[config.mk]
export PLATFORM = sky130hd
export DESIGN_NAME = onewire_rom_search_core
export DESIGN_NICKNAME = d
export VERILOG_FILES = /design/src/hdl/ors_pkg.sv /design/src/hdl/onewire_rom_search_core.sv /design/src/hdl/ors_step_logic.sv
export SDC_FILE = /design/constraint.sdc
export NUM_CORES = 1
export LEC_CHECK = 0
export BUFFER_PORTS_ARGS = -buffer_cell sky130_fd_sc_hd__buf_2
export CORE_ASPECT_RATIO = 1.25
export CORE_MARGIN = 2
export CORE_UTILIZATION = 60
export CTS_CLUSTER_SIZE = 10
export DETAILED_ROUTE_END_ITERATION = 7
export PLACE_DENSITY_LB_ADDON = 0.3
export SLEW_MARGIN = 20
export SYNTH_ARGS = -nofsm -noshare
export SYNTH_HDL_FRONTEND = slang
export SYNTH_SLANG_ARGS = --single-unit
[constraint.sdc]
create_clock -name clk -period 5.3 [get_ports clk]
set_input_delay 1.06 -clock clk [delete_from_list [all_inputs] [get_ports clk]]
set_output_delay 1.06 -clock clk [all_outputs]
set_load 0.02 [all_outputs]
[src/hdl/ors_pkg.sv]
// shared types, constants and crc helper for the onewire rom search core
// no dependencies
`default_nettype none

package ors_pkg;

  localparam int unsigned ROM_W = 64;

  localparam logic [7:0] CRC_POLY      = 8'h8C;
  localparam logic [7:0] FAMILY_RESET  = 8'h28;
  localparam logic [6:0] FAMILY_LIMIT  = 7'd9;
  // last rom bit position covered by the crc (bytes 0..6)
  localparam logic [6:0] CRC_LAST_POS  = 7'd56;

  typedef enum logic [1:0] {
    CMD_CLEAR    = 2'd0,
    CMD_TARGET   = 2'd1,
    CMD_START    = 2'd2,
    CMD_BIT_PAIR = 2'd3
  } cmd_t;

  typedef enum logic [1:0] {
    OUTC_NONE  = 2'd0,
    OUTC_FOUND = 2'd1,
    OUTC_FAIL  = 2'd2
  } outcome_t;

  typedef struct packed {
    logic [ROM_W-1:0] rom_bits;
    logic [6:0]       prior_disc;
    logic [3:0]       family_mark;
    logic             done_flag;
    logic [6:0]       bit_pos;
    logic [6:0]       zero_branch;
    logic             pass_active;
    logic [7:0]       crc_run;
  } search_state_t;

  localparam search_state_t STATE_RESET = '{
    rom_bits:    '0,
    prior_disc:  7'd0,
    family_mark: 4'd0,
    done_flag:   1'b0,
    bit_pos:     7'd1,
    zero_branch: 7'd0,
    pass_active: 1'b0,
    crc_run:     8'd0
  };

  typedef struct packed {
    logic             write_valid;
    logic             write_value;
    outcome_t         outcome;
    logic [ROM_W-1:0] rom_value;
    logic             crc_good;
    logic             final_device;
    logic [3:0]       family_branch;
  } step_result_t;

  // one bit of the reflected crc-8, lsb first
  function automatic logic [7:0] crc_step(input logic [7:0] crc, input logic din);
    logic [7:0] res;
    res = crc >> 1;
    if (crc[0] ^ din) begin
      res = res ^ CRC_POLY;
    end
    return res;
  endfunction

endpackage

`default_nettype wire

[src/hdl/onewire_rom_search_core.sv]
// path: an accepted transaction passes through the input register, then the result register, which presents it
// throughput: one transaction per cycle, limited only by out_ready backpressure
// the input register and the result register each hold one transaction
// reset: synchronous, active low; clears search state and both stages,
// target_family returns to 0x28
// depends on ors_pkg and ors_step_logic
`default_nettype none

module onewire_rom_search_core #(
  parameter int unsigned ROM_BITS = 64
) (
  input  wire logic        clk,
  input  wire logic        rst_n,
  // configuration
  input  wire logic        cfg_wr_en,
  input  wire logic [7:0]  cfg_wr_data,
  // command channel
  input  wire logic        in_valid,
  output logic             in_ready,
  input  wire logic [1:0]  in_command,
  input  wire logic        in_presence,
  input  wire logic        in_id_bit,
  input  wire logic        in_comp_bit,
  // result channel
  output logic             out_valid,
  input  wire logic        out_ready,
  output logic             out_write_valid,
  output logic             out_write_value,
  output logic [1:0]       out_outcome,
  output logic [63:0]      out_rom_value,
  output logic             out_crc_good,
  output logic             out_final_device,
  output logic [3:0]       out_family_branch
);

  // target family register
  logic [7:0] target_family_r;

  // input stage: holds one accepted transaction
  logic       s1_valid_r, s1_valid_nxt;
  logic [1:0] s1_cmd_r;
  logic       s1_presence_r;
  logic       s1_id_bit_r;
  logic       s1_comp_bit_r;

  // result stage
  logic                  out_valid_r, out_valid_nxt;
  ors_pkg::step_result_t out_res_r;

  // search state, updated when a transaction moves into the result stage
  ors_pkg::search_state_t state_r, state_nxt;
  ors_pkg::step_result_t  step_res;

  logic out_load;   // result stage can take a new transaction
  logic s1_adv;     // input stage hands its transaction on
  logic in_acc;

  assign out_load = !out_valid_r || out_ready;
  assign s1_adv   = s1_valid_r && out_load;
  assign in_ready = !s1_valid_r || s1_adv;
  assign in_acc   = in_valid && in_ready;

  assign s1_valid_nxt  = in_acc || (s1_valid_r && !s1_adv);
  assign out_valid_nxt = s1_adv || (out_valid_r && !out_ready);

  ors_step_logic #(
    .ROM_BITS (ROM_BITS)
  ) u_step (
    .cmd           (ors_pkg::cmd_t'(s1_cmd_r)),
    .presence      (s1_presence_r),
    .id_bit        (s1_id_bit_r),
    .comp_bit      (s1_comp_bit_r),
    .target_family (target_family_r),
    .st            (state_r),
    .st_nxt        (state_nxt),
    .res           (step_res)
  );

  // control state
  always_ff @(posedge clk) begin
    if (!rst_n) begin
      s1_valid_r      <= 1'b0;
      out_valid_r     <= 1'b0;
      state_r         <= ors_pkg::STATE_RESET;
      target_family_r <= ors_pkg::FAMILY_RESET;
    end else begin
      s1_valid_r  <= s1_valid_nxt;
      out_valid_r <= out_valid_nxt;
      if (s1_adv) begin
        state_r <= state_nxt;
      end
      if (cfg_wr_en) begin
        target_family_r <= cfg_wr_data;
      end
    end
  end

  // payload registers
  always_ff @(posedge clk) begin
    if (in_acc) begin
      s1_cmd_r        <= in_command;
      s1_presence_r   <= in_presence;
      s1_id_bit_r     <= in_id_bit;
      s1_comp_bit_r   <= in_comp_bit;
    end
    if (s1_adv) begin
      out_res_r <= step_res;
    end
  end

  assign out_valid         = out_valid_r;
  assign out_write_valid   = out_res_r.write_valid;
  assign out_write_value   = out_res_r.write_value;
  assign out_outcome       = out_res_r.outcome;
  assign out_rom_value     = out_res_r.rom_value;
  assign out_crc_good      = out_res_r.crc_good;
  assign out_final_device  = out_res_r.final_device;
  assign out_family_branch = out_res_r.family_branch;

endmodule

`default_nettype wire

[src/hdl/ors_step_logic.sv]
// combinational next-state and result logic for one search transaction
// depends on ors_pkg
`default_nettype none

module ors_step_logic #(
  parameter int unsigned ROM_BITS = 64
) (
  input  wire ors_pkg::cmd_t          cmd,
  input  wire logic                   presence,
  input  wire logic                   id_bit,
  input  wire logic                   comp_bit,
  input  wire logic [7:0]             target_family,
  input  wire ors_pkg::search_state_t st,
  output ors_pkg::search_state_t      st_nxt,
  output ors_pkg::step_result_t       res
);

  localparam logic [6:0] LAST_POS = 7'(ROM_BITS);
  // zero bits the crc still has to absorb when the rom is shorter than 56 bits
  localparam int unsigned PAD_BITS =
    (ROM_BITS < 56) ? (56 - ROM_BITS) : 0;

  logic [6:0] pos;
  logic [5:0] sh;
  logic       dir;
  logic [7:0] crc_fin;

  always_comb begin
    st_nxt  = st;
    res     = '0;
    res.outcome = ors_pkg::OUTC_NONE;
    pos     = st.bit_pos;
    sh      = 6'(st.bit_pos - 7'd1);
    dir     = 1'b0;
    crc_fin = 8'd0;

    unique case (cmd)
      ors_pkg::CMD_CLEAR: begin
        st_nxt.rom_bits    = '0;
        st_nxt.prior_disc  = 7'd0;
        st_nxt.family_mark = 4'd0;
        st_nxt.done_flag   = 1'b0;
        st_nxt.pass_active = 1'b0;
        st_nxt.bit_pos     = 7'd1;
        st_nxt.zero_branch = 7'd0;
      end
      ors_pkg::CMD_TARGET: begin
        st_nxt.rom_bits    = {{(ors_pkg::ROM_W-8){1'b0}}, target_family};
        st_nxt.prior_disc  = LAST_POS;
        st_nxt.family_mark = 4'd0;
        st_nxt.done_flag   = 1'b0;
        st_nxt.pass_active = 1'b0;
      end
      ors_pkg::CMD_START: begin
        st_nxt.bit_pos     = 7'd1;
        st_nxt.zero_branch = 7'd0;
        st_nxt.crc_run     = 8'd0;
        if (st.done_flag || !presence) begin
          st_nxt.prior_disc  = 7'd0;
          st_nxt.family_mark = 4'd0;
          st_nxt.done_flag   = 1'b0;
          st_nxt.pass_active = 1'b0;
          res.outcome        = ors_pkg::OUTC_FAIL;
        end else begin
          st_nxt.pass_active = 1'b1;
        end
      end
      ors_pkg::CMD_BIT_PAIR: begin
        if (st.pass_active) begin
          if (id_bit && comp_bit) begin
            // no device answered: abort the pass
            st_nxt.prior_disc  = 7'd0;
            st_nxt.family_mark = 4'd0;
            st_nxt.done_flag   = 1'b0;
            st_nxt.pass_active = 1'b0;
            res.outcome        = ors_pkg::OUTC_FAIL;
          end else begin
            if (id_bit != comp_bit) begin
              dir = id_bit;
            end else begin
              // discrepancy: follow the previous path, then take one
              if (pos < st.prior_disc) begin
                dir = st.rom_bits[sh];
              end else begin
                dir = (pos == st.prior_disc);
              end
              if (!dir) begin
                st_nxt.zero_branch = pos;
                if (pos < ors_pkg::FAMILY_LIMIT) begin
                  st_nxt.family_mark = 4'(pos);
                end
              end
            end
            st_nxt.rom_bits[sh] = dir;
            if (pos <= ors_pkg::CRC_LAST_POS) begin
              st_nxt.crc_run = ors_pkg::crc_step(st.crc_run, dir);
            end
            st_nxt.bit_pos  = pos + 7'd1;
            res.write_valid = 1'b1;
            res.write_value = dir;

            if (pos >= LAST_POS) begin
              st_nxt.pass_active = 1'b0;
              st_nxt.prior_disc  = st_nxt.zero_branch;
              st_nxt.done_flag   = (st_nxt.zero_branch == 7'd0);
              if (st_nxt.rom_bits[7:0] == 8'd0) begin
                st_nxt.prior_disc  = 7'd0;
                st_nxt.family_mark = 4'd0;
                st_nxt.done_flag   = 1'b0;
                res.outcome        = ors_pkg::OUTC_FAIL;
              end else begin
                // constant zero padding folds to a fixed xor map
                crc_fin = st_nxt.crc_run;
                for (int i = 0; i < PAD_BITS; i++) begin
                  crc_fin = ors_pkg::crc_step(crc_fin, 1'b0);
                end
                res.outcome      = ors_pkg::OUTC_FOUND;
                res.rom_value    = st_nxt.rom_bits;
                res.crc_good     = (crc_fin == st_nxt.rom_bits[63:56]);
                res.final_device = (st_nxt.zero_branch == 7'd0);
              end
            end
          end
        end
      end
      default: begin
        st_nxt = st;
      end
    endcase

    res.family_branch = st_nxt.family_mark;
  end

endmodule

`default_nettype wire

==> results of run 1 <==
## synth_stat cells, types with 3 or more instances
cell       instances  area share, %
and2_1            15           0.96
nor3b_1            6           0.46
or4_1              5           0.38
a221oi_1           4           0.36
and3_1             3           0.19
clkbuf_1          58            2.2
nor2b_1           31            2.0
dfxtp_1          109             22
nand4_1            6           0.38
a211oi_1          51            3.9
inv_1             22           0.85
nand2b_1           7           0.45
o211ai_1          12           0.92
nor4_1             4           0.26
a22oi_1           64            4.9
mux2_2             3           0.35
ha_1              11            1.4
xnor2_1           10           0.90
nor2_1           205            7.9
clkinv_1           3           0.12
buf_6              3           0.35
a311oi_1           6           0.54
edfxtp_1          79             24
o2bb2ai_1          6           0.54
a32oi_1            4           0.36
xor2_1             7           0.63
a21oi_1           42            2.2
or3_1              6           0.38
o31ai_1            5           0.38
nand2_1           50            1.9
a21o_1             3           0.23
buf_2             11           0.56
o221ai_1           3           0.27
a22o_1             4           0.36
o21ai_0           79            4.1
nor3_1            18           0.92
o22ai_1            6           0.38
buf_1              8           0.31
mux2i_1           40            4.1
nand3_1           19           0.97
## worst paths after layout
kind                from            to  slack, ns  depth (start not counted)
max reg2reg  state_r[17]  out_crc_good       0.56                         15
min          state_r[26]   state_r[26]       0.48                          2
min reg2reg  state_r[26]   state_r[26]       0.48                          2
max          state_r[17]  out_crc_good       0.56                         15
## kinds of logic after synthesis
logic type               after synthesis  synth area share, %
adder cells (fa/ha/maj)               11                 1.41
AO/OA/AOI/OAI                        318                 22.5
AND/OR/NAND/NOR                      388                 18.5
multiplexers                          45                 4.91
XOR/XNOR                              17                 1.53
buffers and inverters                106                 4.45
flip-flops                           188                 46.7
## power by group
part           switching [uW]  internal, uW
sequential               12.8          1540
combinational             153          66.1
clock                     573           758
total                     739          2360
## cell usage in the layout (no fill, tap or decap), types with 4 or more instances in the layout
cell       instances
nor2_1           204
dfxtp_1          109
buf_2             93
o21ai_0           79
edfxtp_1          79
a22oi_1           64
a211oi_1          51
nand2_1           50
a21oi_1           41
mux2i_1           40
nor2b_1           31
inv_1             21
buf_4             21
nand3_1           19
nor3_1            17
clkbuf_16         17
and2_1            15
o211ai_1          12
ha_1              11
xnor2_1           10
nand2b_1           7
xor2_1             7
or3_1              6
nor3b_1            6
a311oi_1           6
nand4_1            6
o2bb2ai_1          6
o22ai_1            6
or4_1              5
clkinv_1           5
o31ai_1            5
nor4_1             4
a221oi_1           4
a22o_1             4
a32oi_1            4
clkinv_4           4
## worst max-delay path: cells and delay by family (launching register included)
family | cells | cell delay (ns)
flops | 1 | 0.54
buf+inv | 3 | 0.72
compound gates | 8 | 2.23
xor+xnor | 1 | 0.18
simple gates | 1 | 0.09
fa+ha+maj | 2 | 0.76
## metrics by stage
stage	instance area [sq um]	hold slack [ns]	total power, uW	worst slack [ns]	utilization (%)
after global routing	11000	0.498	3180	0.202	68.3
after CTS	11000	0.485	3110	0.628	68.3
after global placement	10400	0.446	1800	0.837	64.5
final	11000	0.485	3100	0.560	68.3
after detailed placement	10400	0.476	1800	0.695	64.5
after floorplan	9750	0.436	1740	1.13	-
## area by class of cell
class / count / area (sq um)
Tap cell: 216 / 270
Fill cell: 1295 / 5100
Timing Repair Buffer: 115 / 643
Clock inverter: 13 / 164
Multi-Input combinational cell: 779 / 4800
Sequential cell: 188 / 4550
Clock buffer: 19 / 443
Inverter: 26 / 98.8
## registers in the layout, indices dropped and copies added, names as in the netlist, 2 cells and up
register	flops
target_family_r	8
state_r	99
out_outcome	2
out_family_branch	4
s1_cmd_r	2
out_rom_value	64
## layer usage
layer	vias up	GRT usage, %
met5	-	0
met1	4100	41.4
met2	392	50.6
li1	4062	-
met3	57	4.96
met4	0	12.6
==> results.md, run 1 <==
- For this run, the slowest stage of the critical path takes 0.56 ns.
- Summed over all nets, wire length on met3 after detailed routing comes to 1.73 mm.
- Yosys mapped a number of flops with a built-in enable equal to 79.
- During I/O placement, the number of pins put on the boundary was 94.
- The clock buffer count from CTS is 17.
- After legalization and detailed placement, the total HPWL measured 17.6 mm.
- The residual antenna-violating net count after detailed routing is 0.
- The startpoint-to-endpoint class of the critical path is reg -> reg.
- Clock tree synthesis selected as its root buffer the cell clkbuf_16.
- The floorplan has 52 rows.
- The overall routing resource usage is 31.0%.
- The finished layout holds 1356 standard cells, fillers aside.
- The path class of the tightest hold or removal check is reg -> reg.
- Entering global routing, the biggest net connects 82 pins.
- The number of antenna violations at the first check in global routing came to 0.
- The number of endpoints with negative hold slack in the final report is 0.
- Among all flip-flop cells after synthesis, the most frequent one is dfxtp_1.
- The die covers 17300 sq um.
- For the worst setup path, the data required time is 5.55 ns.
- The average via count per standard cell is 6.35.
- The floorplan step set the die height to 147 um.
- Cells with a size suffix above 1 make up 15.0% of the layout.
- The clock tree skew after final layout is 0.00766 ns.
- Along the worst path, the maximum fanout reaches 32.
- IR analysis of the VDD net gives a maximum drop of 0.000227 V.
- On the critical path, the stage with the largest delay is an instance of ha_1.
- Signal routing reaches up to met4.
- For this configuration, the core starts out at a cell density of 60.7%.
- The CTS tree is built.
- The count of buffers added by post-CTS timing repair for setup is 0.
- The fraction of the yosys area taken by sequential cells is 46.7%.
- The number of synthesis warnings is 0.
- In this run the static leakage power is 0.00370 uW.
- Across all layers, the routed design uses 8611 vias.
- At the worst endpoint, the arrival time is 4.99 ns.
- From synthesis to final layout, the design area changed by 12.5%.
- The core region is 16100 sq um.
- The final weighted congestion in routability-driven placement is 1.00.
- Counting every instance in the synthesized netlist gives 1073.
- The number of flip-flops and latches in the synthesized netlist is 188.
- The detailed-route wire length per cell is 19.6 um.
- Setup repair after global routing left no endpoint under its margin.
- The post-route setup TNS is 0 ns.
- The number of global-route vias before repair is 8043.
- Before antenna repair, the detailed router went through 5 iterations.
- Summing every instance area after synthesis gives 9750 sq um.
- STA classifies the critical path startpoint as a flop.
- Of all flip-flops after synthesis, the portion carrying an async set or reset was 0%.
- The number of H-tree levels is 4.
- The routed design uses 12.7 mm of met2 wire.
- Wires add up to 26.5 mm.
- The longest clock path from root to sink contains 2 buffers.
- Dividing total power by cell area gives a power density of 283 nW/um^2.
- The clock-pin slew on the worst setup and hold paths is 0.07 ns.
- The relative max-transition margin is 26.0%.
- In the routed design, unresolved DRC markers number 0.
- Post-CTS repair changed the size of 0 cells.
- Timing would allow up to 211 MHz.
- The run finished with clean final reports.
- The slew at the pin closest to its max-slew limit is 1.11 ns.
- Yosys mapped the design onto 76 distinct sky130hd cell types.
- The number of placed instances, taps included is 1324.
- After the first detailed-routing iteration, the DRC count stood at 1061.
- The number of hold buffers added after CTS is 0.
- The post-layout minimum cycle time is 4.74 ns.
- Port buffering added 93 buffers.
- The first global-routing pass estimated 42.8 mm of wire.
- Dividing the final minimum period by the clock period gives 89.4%.
- The mean post-synth cell area is 9.09 sq um.
- The clock drives 188 sinks.
- The overall overflow remaining after global route is 0.
- The source-to-sink clock delay at the later pin of the worst-skew pair is 0.44 ns.
- Traced cell by cell, the critical path runs through inv_1, ha_1, ha_1, buf_4, nor3b_1, a21oi_1, a21oi_1, a2111oi_0, o41ai_2, o31a_2, buf_4, xnor2_1, a2111oi_4, o211ai_2, a2111oi_2.
- Setup violations remaining at the end of the flow were counted as 0.
- The net count reported at finish is 1156.
- The met1 layer wirelength in the final routing is 11.2 mm.
- The number of antenna cells inserted is 0.
- Synthesis produced a netlist with a net count of 1102.
- The worst setup path is captured at a flop.
- The final-report max-slew violation count is 0.
- The number of max-capacitance violations reported is 0.
- The die is 118 um wide.
(Power assumes the default switching activity.)
==> run 2: changes to the inputs <==
Settings changed: CORE_UTILIZATION 60 to 62, CTS_BUF_LIST set to sky130_fd_sc_hd__clkbuf_8.
==> results.md, run 2 (synthesis results as in run 1) <==
- The tree built by TritonCTS fans out to 188 sinks.
- The final-report max-slew violation count is 0.
- Of all nets on the critical path, the largest fanout is 25.
- In this run the cell area measured after placement is 10300 sq um.
- For the final database, setup skew stands at 0.0127 ns.
- The repair_antennas step left the layout with diodes totalling 0.
- The largest delay contributor family on the critical path is compound AO/OA/AOI/OAI gates.
- The final non-filler cell area is 10700 sq um.
- The count of buffering cells on the critical path with inverters included is 2.
- The first routing iteration left 902 violations.
- The count of buffers added by post-CTS timing repair for setup is 0.
- After detailed routing, the average wire length per cell comes to 19.2 um.
- The slew at the pin closest to its max-slew limit is 1.09 ns.
- The footprint of the multi-input gates is 4800 sq um.
- The overall routing resource usage is 31.4%.
- Counting the buffers created by CTS gives 17.
- The fraction of layout instances using a drive strength above 1 is 15.0%.
- The initial utilization of the core area, before any placement, comes to 62.9%.
- After clock tree synthesis, the clock-pin slew on the worst setup and hold paths is 0.09 ns.
- Entering global routing, the biggest net connects 51 pins.
- Data on the critical path arrives at its endpoint at 5.21 ns.
- For this design the ratio of total power to cell area is 251 nW/um^2.
- The commonest non-fill, non-tap cell in the layout is nor2_1.
- The number of hold buffers added after CTS is 0.
- The run finished with clean final reports.
- Measured along the y axis, the die boundary spans 144 um.
- The net count reported at finish is 1155.
- In the routed design, unresolved DRC markers number 0.
- Gates resized during post-CTS repair numbered 0.
- The detailed-router iteration count before antenna repair is 5.
- STA puts the critical path data required time at 5.58 ns.
- The H-tree was split into 4 levels.
- On the worst path, the slowest cell contributes a delay of 0.68 ns.
- The number of endpoints with negative hold slack in the final report is 0.
- The critical path goes through inv_1, ha_1, ha_1, buf_4, mux2i_1, a22o_1, a2111oi_2, o41ai_2, o31a_2, a21oi_1, xor2_1, or3_1, a2111oi_2.
- Leaving out fill and tap cells, the most frequent cells in the layout are 204 x nor2_1, 109 x dfxtp_1, 93 x buf_2, 79 x o21ai_0, 79 x edfxtp_1.
- Wires add up to 25.9 mm.
- TritonCTS built the clock tree.
- Setup repair after global routing left no endpoint under its margin.
- The core region is 15500 sq um.
- The overall overflow remaining after global route is 0.
- The die width is 116 um.
- The area of the die is 16800 sq um.
- The storage element area is 4550 sq um.
- The area overhead of the layout relative to synthesis is 9.79%.
- During placement, the flow inserted port buffers numbering 93.
- Setup violations remaining at the end of the flow were counted as 0.
- The min-delay analysis places its worst path in the category reg -> reg.
- VDD sags by at most 0.000171 V.
- The first global-routing pass estimated 40.8 mm of wire.
- The post-route setup TNS is 0 ns.
- The register with the most flip-flops in the layout has 99 of them.
- The sort of element at the end of the critical path is a flop.
- The register name with the most flops is state_r.
- The filler cells instantiated in the layout total 1197.
- On the critical path, the stage with the largest delay is an instance of ha_1.
- The relative max-transition margin is 27.2%.
- Max-cap violations in this run came to 0.
- For this design the top-level I/O count stands at 94.
- The average via count per standard cell is 6.41.
- The worst path in the final design needs a cycle of 4.92 ns, including I/O delays and setup.
- The static leakage power is 0.00359 uW.
- The number of global-route vias before repair is 7773.
- The tree is rooted in a clkbuf_8.
- The overall via count from detail_route is 8663.
- The number of antenna violations at the first check in global routing came to 0.
- The final worst-path cycle share is 92.9%.
- STA classifies the critical path startpoint as a flop.
- For this run, the top clock speed supported by timing is 203 MHz.
- The source-to-sink clock delay at the later pin of the worst-skew pair is 0.49 ns.
- The HPWL reported at the end of detailed placement is 17.4 mm.
- The final weighted congestion in routability-driven placement is 0.966.
- The standard-cell row count is 51.
- The clock passes through at most 2 buffers.
- Once detail routing completed, the nets flagged for antenna violations numbered 0.
- The startpoint-to-endpoint class of the critical path is reg -> reg.
==> run 2: cell types whose count changed in the layout (fill, tap and decap cells not counted) <==
cell        before  now
buf_12           1    0
bufinv_16        3    1
clkbuf_1         1    0
clkbuf_16       17    0
clkbuf_8         1   18
clkinv_1         5    3
clkinv_2         2    4
clkinv_4         4    2
clkinvlp_4       0    3
inv_1           21   23
inv_6            3    2
inv_8            0    1
==> run 2: final timing paths <==
path / start / end / slack [ns] / depth (start not counted)
max: state_r[17] / out_crc_good / 0.38 / 13
min: state_r[26] / state_r[26] / 0.47 / 2
max reg2reg: state_r[17] / out_crc_good / 0.38 / 13
min reg2reg: state_r[26] / state_r[26] / 0.47 / 2
==> run 2: cell type report <==
cell class	count	share of cell area, %
multi-input combinational	779	44.8
tap	212	2.48
clock inverter	14	1.13
sequential	188	42.5
inverter	26	0.923
clock buffer	18	2.31
timing repair buffer	114	5.82
==> run 2: per-layer routing <==
layer | up-vias | track usage, % | share of wire, %
li1 | 4041 | - | -
met1 | 4082 | 40.9 | 41
met2 | 461 | 51.1 | 47
met3 | 79 | 5.16 | 8.1
met4 | 0 | 14.7 | 4.0
met5 | - | 0 | 0
==> run 2: stage by stage <==
stage / total power [uW] / setup WS [ns] / hold WS [ns] / utilization, % / cells
floorplan: 1740 / 1.13 / 0.436 / - / 1073
global placement: 1800 / 0.807 / 0.442 / 66.7 / 1319
detailed placement: 1800 / 0.538 / 0.453 / 66.7 / 1319
CTS: 2680 / 0.519 / 0.466 / 69.1 / 1351
global route: 2760 / 0.139 / 0.491 / 69.1 / 1351
finish: 2680 / 0.376 / 0.467 / 69.1 / 1351
==> run 2: power by group <==
| group | internal (uW) | switching [uW] |
|---|---|---|
| combinational | 64.8 | 152 |
| clock | 385 | 532 |
| sequential | 1540 | 12.7 |
==> run 2: worst reg2reg max path, stage by stage (launching register included) <==
cell	delay, ns
dfxtp_1	0.55
inv_1	0.08
ha_1	0.20
ha_1	0.68
buf_4	0.36
mux2i_1	0.22
a22o_1	0.19
a2111oi_2	0.06
o41ai_2	0.49
o31a_2	0.67
a21oi_1	0.26
xor2_1	0.20
or3_1	0.38
a2111oi_2	0.39
==> run 3: changes to the inputs <==
Settings changed: BUFFER_PORTS_ARGS -buffer_cell sky130_fd_sc_hd__buf_2 to not set, CORE_UTILIZATION 62 to 65, DONT_BUFFER_PORTS set to 1, MAX_ROUTING_LAYER set to met4.
==> results.md, run 3 (synthesis results as in run 1) <==
- STA classifies the critical path endpoint as a flop.
- In this run the deepest clock path goes through 2 buffers.
- The die width is 114 um.
- Entering global routing, the biggest net connects 54 pins.
- The type of the worst min-delay path is reg -> reg.
- The clock-pin slew on the worst setup and hold paths is 0.10 ns.
- The source-to-sink clock delay at the later pin of the worst-skew pair is 0.48 ns.
- Setup repair after global routing left no endpoint under its margin.
- The residual antenna-violating net count after detailed routing is 0.
- The detailed-route wire length per cell is 20.7 um.
- The clock tree skew after final layout is 0.0131 ns.
- For this run, the number of standard cells in the final layout without fillers is 1228.
- The final layout contains routed wiring with a total length of 25.4 mm.
- The cell with the largest stage delay on the worst path is o31a_2.
- The global-route wire length before repair is 40.4 mm.
- Across the VDD grid, the largest voltage drop is 0.000202 V.
- The commonest non-fill, non-tap cell in the layout is nor2_1.
- The area overhead of the layout relative to synthesis is 5.14%.
- The DRC marker count from the first detailed-route iteration is 979.
- The number of global-route vias before repair came to 7641.
- The data arrival time of the worst path is 4.96 ns.
- The number of hold buffers added after CTS is 0.
- The number of max-capacitance violations reported is 0.
- The final route contains 8269 vias.
- The number of instances resized during post-cts repair is 0.
- The post-layout minimum cycle time is 4.69 ns.
- The clock sink count is 188.
- The critical path contains buffers and inverters numbering 3 combined.
- Setup violations remaining at the end of the flow were counted as 0.
- The starting utilization of the core area is 65.8%.
- The number of flip-flops in the largest register is 99.
- Dividing the final minimum period by the clock period gives 88.4%.
- The number of endpoints with negative hold slack in the final report is 0.
- The congestion estimate from routability-driven global placement came to 0.963.
- 94 I/O pins were placed.
- Counting the fill cells in the layout gives 1192.
- The switching power as a share of total power is 24.1%.
- The first detailed-routing pass took 7 iterations.
- By instance count, the cell type seen most on the critical path is a21oi_1.
- The final routed DRC violation total is 0.
- The number of antenna violations at the first check in global routing is 0.
- The region available for standard cell placement spans 14800 sq um.
- The area of the die is 16000 sq um.
- The power density normalized to cell area is 266 nW/um^2.
- The final-report max-slew violation count was 0.
- In this run, CTS created clock tree buffers numbering 17.
- On the worst path, the slowest cell contributes a delay of 0.60 ns.
- After detailed placement, the design holds a cell count of 1196.
- The number of buffers inserted by port buffering is 0.
- The static leakage power is 0.00328 uW.
- Summed over all layers, the global routing overflow is 0.
- In this design, the largest share of critical-path delay is due to compound AO/OA/AOI/OAI gates.
- Using the TritonRoute via totals, the vias-per-cell ratio works out to 6.73.
- The startpoint-to-endpoint class of the critical path is reg -> reg.
- The HPWL reported at the end of detailed placement is 17.2 mm.
- Cells with a size suffix above 1 make up 7.36% of the layout.
- CTS built an H-tree with a depth of 4.
- Derived from the worst setup path, the maximum achievable clock frequency is 213 MHz.
- The switching power summed over all nets is 658 uW.
- The clock group share of total power is 36.4%.
- The sequential fraction of design power is 58.4%.
- The overall routing resource usage is 33.1%.
- In this run the core area contains 50 standard-cell rows.
- The internal power of the cells totals 2070 uW.
- The flow ran to the end, and the final reports show no timing, DRC or antenna violations.
- Clock tree synthesis selected as its root buffer the cell clkbuf_8.
- At the worst endpoint, the required time is 5.57 ns.
- The top cell types in the final layout, fill and taps aside, are 204 x nor2_1, 109 x dfxtp_1, 79 x o21ai_0, 79 x edfxtp_1, 64 x a22oi_1.
- After clock tree synthesis, the setup repair step added 0 buffers.
- TritonCTS built the clock tree.
- The relative max-transition margin is 26.9%.
- The tightest hold path in the finished design has a slack of 0.472 ns.
- Traced cell by cell, the critical path runs through clkinv_1, buf_4, ha_1, ha_1, buf_4, nor3b_1, a21oi_1, a21oi_1, a2111oi_0, o41ai_2, o31a_2, a21oi_1, xor2_1, or3_1, a2111oi_2.
- The worst setup path is launched from a flop.
- The power share of the combinational group is 5.2%.
- The maximum fanout count along the critical path is 25.
- The register name with the most flops is state_r.
- For this run, the post-layout net count is 1062.
- The number of antenna cells inserted is 0.
- The slew at the pin closest to its max-slew limit is 1.09 ns.
- The post-route setup TNS is 0 ns.
- The die span in y is 141 um.
[run 3: cell types whose count changed in the layout (fill, tap and decap cells not counted), sizes merged]
cell and change:
buf -93, bufinv +2, clkinv -2, clkbuf +1
clkinvlp -1
[run 3: final timing paths]
path	start	end	slack, ns	cells past startpoint
worst max-delay path	state_r[16]	out_crc_good	0.61	15
worst min register to register	state_r[26]	state_r[26]	0.47	2
worst min-delay path	state_r[26]	state_r[26]	0.47	2
worst max register to register	state_r[16]	out_crc_good	0.61	15
[run 3: power by group through the flow]
stage	combinational [uW]	sequential, uW	clock (uW)
2_1_floorplan	115	1620	0
3_3_place_gp	139	1630	0
3_5_place_dp	140	1630	0
4_1_cts	141	1590	999
5_1_grt	155	1600	1050
6_report	143	1590	993
[run 3: per-layer routing]
layer	GRT usage [%]	vias up	routed length (um)
met4	16.0	0	990
met2	51.8	415	12200
met1	42.4	3908	10700
met3	4.64	86	1540
li1	-	3860	-
met5	-	-	0
[run 3: final cells by class]
| class | count | area (sq um) | share of cell area (%) |
|---|---|---|---|
| clock inverter | 13 | 150 | 1.46 |
| tap | 182 | 228 | 2.22 |
| inverter | 26 | 98.8 | 0.964 |
| timing repair buffer | 21 | 170 | 1.66 |
| sequential | 188 | 4550 | 44.4 |
| clock buffer | 19 | 262 | 2.55 |
| multi-input combinational | 779 | 4790 | 46.7 |
[run 3: tightest hold or removal path: stages, from the launching register on]
cell	delay (ns)
dfxtp_1	0.33
nand2_1	0.05
a21oi_1	0.05
[run 3: through the flow]
step	utilization [%]	total power, uW	cell area (sq um)	setup WS [ns]
3_5_place_dp	66.4	1770	9840	0.697
2_1_floorplan	-	1740	9750	1.13
4_1_cts	69.2	2730	10300	0.647
5_1_grt	69.2	2810	10300	0.309
3_3_place_gp	66.4	1770	9840	0.900
6_report	69.2	2730	10300	0.615
